### src/design/fxa_pkg.sv
// ----------------------------------------------------------------------------
// Fixed-point ALU package
// Shared constants, operation codes and the side-band record that travels
// down the pipeline next to the divider.
// ----------------------------------------------------------------------------
package fxa_pkg;

	localparam int FRACTION_BITS = 8;
	localparam int DATA_W        = 32;
	localparam int PROD_W        = 2 * DATA_W;

	// Divider geometry: one quotient bit per step, a fixed number of steps per stage.
	localparam int DIV_BITS      = DATA_W + FRACTION_BITS;
	localparam int STEPS         = 4;
	localparam int DIV_STAGES    = (DIV_BITS + STEPS - 1) / STEPS;
	localparam int PAD_BITS      = DIV_STAGES * STEPS;

	typedef enum logic [3:0] {
		OP_ADD      = 4'd0,
		OP_SUB      = 4'd1,
		OP_MUL      = 4'd2,
		OP_DIV      = 4'd3,
		OP_GT       = 4'd4,
		OP_LT       = 4'd5,
		OP_GE       = 4'd6,
		OP_LE       = 4'd7,
		OP_EQ       = 4'd8,
		OP_NE       = 4'd9,
		OP_MIN      = 4'd10,
		OP_MAX      = 4'd11,
		OP_INC      = 4'd12,
		OP_DEC      = 4'd13,
		OP_FROM_INT = 4'd14,
		OP_TO_INT   = 4'd15
	} opcode_t;

	// Result of the simple operations plus the flags for the final selection.
	typedef struct packed {
		logic [DATA_W-1:0] res;
		logic              cmp;
		logic              dz;
		logic              is_div;
		logic              is_mul;
		logic              neg;
	} side_t;

endpackage

### src/design/fxa_div_pipe.sv
// ----------------------------------------------------------------------------
// Pipelined unsigned divider
// Restoring division, a few quotient bits per register stage, advancing on
// a shared enable.
// ----------------------------------------------------------------------------
module fxa_div_pipe (
	input  logic                        clk,
	input  logic                        en,
	input  logic [fxa_pkg::PAD_BITS-1:0] dividend,
	input  logic [fxa_pkg::DATA_W-1:0]   divisor,
	output logic [fxa_pkg::PAD_BITS-1:0] quotient
);
	import fxa_pkg::*;

	// Index 0 is the input; index k holds the state after stage k.
	logic [DATA_W-1:0]   rem_s  [0:DIV_STAGES];
	logic [PAD_BITS-1:0] work_s [0:DIV_STAGES];
	logic [DATA_W-1:0]   dvs_s  [0:DIV_STAGES];

	assign rem_s[0]  = '0;
	assign work_s[0] = dividend;
	assign dvs_s[0]  = divisor;

	genvar g;
	generate
		for (g = 0; g < DIV_STAGES; g++) begin : g_stage
			logic [DATA_W-1:0]   rem_n;
			logic [PAD_BITS-1:0] work_n;

			// A group of restoring steps: shift in one dividend bit, subtract if it fits.
			always_comb begin
				logic [DATA_W:0] r;
				rem_n  = rem_s[g];
				work_n = work_s[g];
				for (int k = 0; k < STEPS; k++) begin
					r      = {rem_n, work_n[PAD_BITS-1]};
					work_n = {work_n[PAD_BITS-2:0], 1'b0};
					if (r >= {1'b0, dvs_s[g]}) begin
						r         = r - {1'b0, dvs_s[g]};
						work_n[0] = 1'b1;
					end
					rem_n = r[DATA_W-1:0];
				end
			end

			always_ff @(posedge clk) begin
				if (en) begin
					rem_s[g+1]  <= rem_n;
					work_s[g+1] <= work_n;
					dvs_s[g+1]  <= dvs_s[g];
				end
			end
		end
	endgenerate

	assign quotient = work_s[DIV_STAGES];

endmodule

### config.mk
export PLATFORM = sky130hd
export DESIGN_NAME = fxa_div_pipe
export DESIGN_NICKNAME = d
export VERILOG_FILES = /design/src/design/fxa_pkg.sv /design/src/design/fxa_div_pipe.sv
export SDC_FILE = /design/constraint.sdc
export NUM_CORES = 2
export LEC_CHECK = 0
export BUFFER_PORTS_ARGS = -buffer_cell sky130_fd_sc_hd__buf_4
export CAP_MARGIN = 5
export CELL_PAD_IN_SITES_DETAIL_PLACEMENT = 0
export CELL_PAD_IN_SITES_GLOBAL_PLACEMENT = 1
export CORE_MARGIN = 5
export CORE_UTILIZATION = 30
export DETAILED_ROUTE_END_ITERATION = 7
export GPL_ROUTABILITY_DRIVEN = 0
export PLACE_DENSITY_LB_ADDON = 0.1
export REMOVE_ABC_BUFFERS = 1
export SYNTH_ARGS = -nofsm -noshare
export SYNTH_HDL_FRONTEND = slang
export SYNTH_SLANG_ARGS = --single-unit
### constraint.sdc
create_clock -name clk -period 32.4 [get_ports clk]
set_clock_uncertainty 0.15 [all_clocks]
set_input_delay 4.86 -clock clk [delete_from_list [all_inputs] [get_ports clk]]
set_output_delay 4.86 -clock clk [all_outputs]
set_load 0.005 [all_outputs]
**Word-level counts from Yosys, hierarchy flattened**

Cells that the tools add are included.

- Register bits: 976
- Bits of input ports: 74
- Output and inout port bits: 40
- Word-level logic and storage cells: 186

- Add/subtract/negate cells: 39
- Magnitude comparators: 40
- Mux-type cells: 79

Operators by type and width:

| kind | number |
|---|---|
| greater-or-equal comparator 33 x 32 -> 1 bit | 39 |
| 2-to-1 mux 32 bit | 39 |
| subtractor 32 bit | 38 |
| 2-to-1 mux 1 bit | 40 |
| greater-or-equal comparator 1 x 32 -> 1 bit | 1 |
| subtractor 1 x 32 -> 32 bit | 1 |

**Depth between registers and ports, before layout**

- Depth in word-level cells: 8
- Gate-level depth with buffers: 62
- Gate-level depth less buffers: 55

**Worst setup path before layout**

Ideal clock, no wire load.

- Kind: input to register
- From: input port divisor[1] (netlist bit)
- To: register rem_s[312] (netlist bit), data pin
- Arrival: 15.366 ns
- Required time: 31.988 ns
- Slack: 16.622 ns
- Stages: 49
- Path buffers: 6
- Path through: inv_1 -> clkbuf_1 -> ha_1 -> clkbuf_1 -> a21oi_1 -> nor4_1 -> nand3_1 -> nor3_2 -> mux2i_1 -> ha_1 -> a21o_1 -> a221oi_2 -> a21oi_1 -> a221o_1 -> o21a_1 -> a221oi_1 -> a21bo_2 -> nand2_1 -> (+13 left out) -> buf_2 -> buf_2 -> o21ai_0 -> inv_1 -> ha_1 -> nor2b_1 -> o21ai_0 -> a21o_1 -> a31oi_1 -> a221o_1 -> a31o_2 -> a31oi_1 -> nor3b_1 -> o22ai_1 -> o21ai_0 -> nor4_4 -> buf_4 -> mux2_1

- Word-level cells in the longest chain between the ends: 8
- Elaborated cells on any way between the ends: 12
- Those cells by class: 4 x add/sub; 4 x order compare; 4 x mux

RTL lines:

| element | line | text |
|---|---|---|
| start, declared | fxa_div_pipe.sv:10 | `input logic [fxa_pkg::DATA_W-1:0] divisor,` |
| subtractor 1 x 32 -> 32 bit / greater-or-equal comparator 1 x 32 -> 1 bit (equally long branches) | fxa_div_pipe.sv:39, fxa_div_pipe.sv:38 |  |
| 2-to-1 mux 32 bit | fxa_div_pipe.sv:38 | `if (r >= {1'b0, dvs_s[g]}) begin` |
| subtractor 32 bit / greater-or-equal comparator 33 x 32 -> 1 bit (equally long branches) | fxa_div_pipe.sv:39, fxa_div_pipe.sv:38 |  |
| 2-to-1 mux 32 bit | fxa_div_pipe.sv:38 |  |
| subtractor 32 bit / greater-or-equal comparator 33 x 32 -> 1 bit (equally long branches) | fxa_div_pipe.sv:39, fxa_div_pipe.sv:38 |  |
| 2-to-1 mux 32 bit | fxa_div_pipe.sv:38 |  |
| subtractor 32 bit / greater-or-equal comparator 33 x 32 -> 1 bit (equally long branches) | fxa_div_pipe.sv:39, fxa_div_pipe.sv:38 |  |
| 2-to-1 mux 32 bit * | fxa_div_pipe.sv:38 |  |
| end signal, assigned by index | fxa_div_pipe.sv:48 | `rem_s[g+1] <= rem_n;` |
| end, declared | fxa_div_pipe.sv:16 | `logic [DATA_W-1:0] rem_s [0:DIV_STAGES];` |

Every way passes the cells marked *; elsewhere a longest branch is shown, timed or not.
A chain may end at the register's enable or synchronous reset.

**Worst setup path in the final report**

- From: input port divisor[1] (netlist bit)
- To: register rem_s[299] (netlist bit), data pin

The elaborated chain is that of the path after synthesis.

==> flow_metrics.tcl <==
set metrics [dict create \
    status "complete, no violations" \
    synthTopCellsByCount "1,250 x ha_1, 1,136 x a21oi_1, 976 x edfxtp_1, 829 x nor2_1, 817 x nand2_1" \
    numCtsBuffers 135 \
    hold_end "g_stage[3].work_n[33]" \
    dp_hpwl_um 307500 \
    track_usage 0.2012 \
    fp.dieH_um 598.5 \
    synth-compound-area-share 0.2247 \
    wl_per_cell_um 22.87 \
    finalSetupViolations 0 \
    netlist_instances 11620 \
    synth_edf_count 976 \
    vias 87440 \
    r2r-end "rem_s[43]" \
    path_common_cell "o21ai_0" \
    r2r_setup_slack_ns 15.29 \
    hold_path_class "reg -> reg" \
    placed_area_mm2 0.1096 \
    grt_max_degree 141 \
    slew_viol_final 0 \
    first_iter_violations 5972 \
    insertion_delay_ns 0.85 \
    cts_resized 0 \
    synth-seq-cells 976 \
    finalHoldViolCount 0 \
    clock-sinks 976 \
    critical_path.top_delay_family "compound AO/OA/AOI/OAI gates" \
    ys_seq_area_frac 0.2821 \
    max_slew_margin 0.1933 \
    crit_buf_inv 6 \
    worst_pin_slew_ns 1.204 \
    crit_arrival_ns 19.62 \
    netlist_area_mm2 0.1039 \
    synth_top_family_by_area "compound AO/OA/AOI/OAI gates" \
    hold_depth 0 \
    cts_tree "yes" \
    critPathKind "in -> reg" \
    first_pass_iters 5 \
    timing.fmax_ghz 0.05204 \
    post_drt_via_cell_ratio 5.361 \
    synthArstFlopShare 0 \
    synth-xor-area-share 0.08565 \
    startpoint_type "input port" \
    yosysMostFrequentCell "ha_1" \
    synth.distinct_cells 111 \
    slowest_delay_ns 0.72 \
    yosys_warnings 0 \
    cp_slowest_cell "ha_1" \
    nets 12990 \
    path_depth 47 \
    antenna_found_initial 9 \
    cts_root_buffer "clkbuf_16" \
    overflow 0 \
    yosys_most_used_dff "edfxtp_1" \
    synth_largest_area_cell "edfxtp_1" \
    rsz0062_at_grt "no" \
    path_clk_slew_ns 0.06 \
    synthAdderAreaFrac 0.1579 \
    drt_wl_total_um 373100 \
    ios 114 \
    ant_nets 0 \
    synthMuxAreaShare 0.07044 \
    start_util 0.3006 \
    area_growth_pct 9.756 \
    avgSynthCellArea_um2 8.942 \
    final_area_mm2 0.1140 \
    port_buffers 113 \
    layout-drive-gt1-share 0.08824 \
    crit_fanout 40 \
    coreArea_mm2 0.3457 \
    die-area_mm2 0.3582 \
    reg2reg_depth 52 \
    period_share 0.5930 \
    fin_setup_tns_ns 0 \
    worstHoldStart "g_stage[2].work_n[29]" \
    clock_path_buffers 4 \
    grt_pass1_vias 85470 \
    fin_crit_ns 19.21 \
    end_kind "register" \
    yosys.area_share.simple 0.1380 \
    postCtsHoldBufs 0 \
    cap_viol_max_count 0 \
    rows 216 \
    drc_errors 0 \
    grt_pass1_wl_um 553500 \
    die_width_um 598.5 \
    postCtsSetupBuffers 0 \
    synth_top_area_share 0.2821 \
    synthTopCellsByArea "edfxtp_1 28%, ha_1 15%, xnor2_1 5.7%" \
    htree_levels 4 \
    timing.rr.start "dvs_s[65]" \
    n_fill_cell 35940 \
    cp_data_required_time_ns 32.80 \
]
## layout make-up
cell class              count  area [um^2]  share of cell area
clock inverters            86        932.1            0.008174
inverters                 752         2828             0.02480
clock buffers             151         3481             0.03052
multi-input cells        9588        70400              0.6174
well taps                4578         5728             0.05023
repair buffers            177         1349             0.01183
diodes                      2        5.005          0.00004389
flip-flops and latches    976        29310              0.2570
## per-stage QoR
step / util / hold WS [ns] / instances / setup slack [ns]
floorplan: - / 0.2503 / 11320 / 14.14
global placement: 0.3171 / 0.2509 / 16070 / 12.55
detailed placement: 0.3171 / 0.2545 / 16070 / 12.46
CTS: 0.3299 / 0.2439 / 16310 / 13.31
global route: 0.3299 / 0.2505 / 16310 / 11.94
finish: 0.3299 / 0.2341 / 16310 / 13.19
## per-layer routing
layer  GRT usage  up-vias  routed length, um
met5           0        -                  0
met4     0.05361        0              10740
met3     0.01490      363              11070
met2      0.3511     1610             179500
met1      0.2677    42060             171700
li1            -    43410                  -
## layout by cell type (no fill, tap or decap), drive strengths merged, types with 32 or more instances in the layout
cell and n:
fa 38, a221o 36, o31a 34, ha 1250
o221ai 37, buf 177, a21o 544, o21ai 776
o21a 179, a221oi 33, or3 63, clkbuf 151
edfxtp 976, o21bai 154, nor4 72, nand4 206
a31o 32, or2 39, nor2b 148, and3 102
xnor2 679, mux2i 82, and4 35, o31ai 77
nand2b 147, mux2 567, inv 764, a211oi 100
xor2 337, nor3 156, a31oi 118, a21oi 1138
and2 73, o211ai 59, nand3 227, nor2 829
a21boi 51, clkinv 49, nand2 817
## registers in the layout, indices dropped and copies added (netlist names)
signal,cells
g_stage.work_n,324
work_s,36
dvs_s,288
quotient,40
rem_s,288
## worst register-to-register path: cells and delay by family (launching register included)
kind | cells | cell delay (ns)
compound gates | 29 | 8.66
fa+ha+maj | 4 | 1.45
mux | 2 | 0.85
flops | 1 | 0.56
simple gates | 11 | 2.98
buf+inv | 6 | 2.18
## worst max path at each step
stage | startpoint | end | slack (ns)
CTS | divisor[1] | rem_s[312] | 13.31
finish | divisor[1] | rem_s[299] | 13.19
detailed placement | divisor[1] | rem_s[291] | 12.46
global route | divisor[1] | rem_s[299] | 11.94
floorplan | dividend[39] | rem_s[291] | 14.14
global placement | divisor[1] | rem_s[291] | 12.55
## kinds of logic (layout without fill, tap and decap cells)
group / after synthesis / in the layout
mux: 649 / 649
flops: 976 / 976
xor+xnor: 1016 / 1016
simple gates: 2986 / 2986
fa+ha+maj: 1288 / 1288
buf+inv: 1055 / 1166
other cells: 0 / 2
compound gates: 3649 / 3649
Power is left out: the tool's default activity adds up to more than one toggle a clock period on the data nets, which glitch-free logic cannot reach.
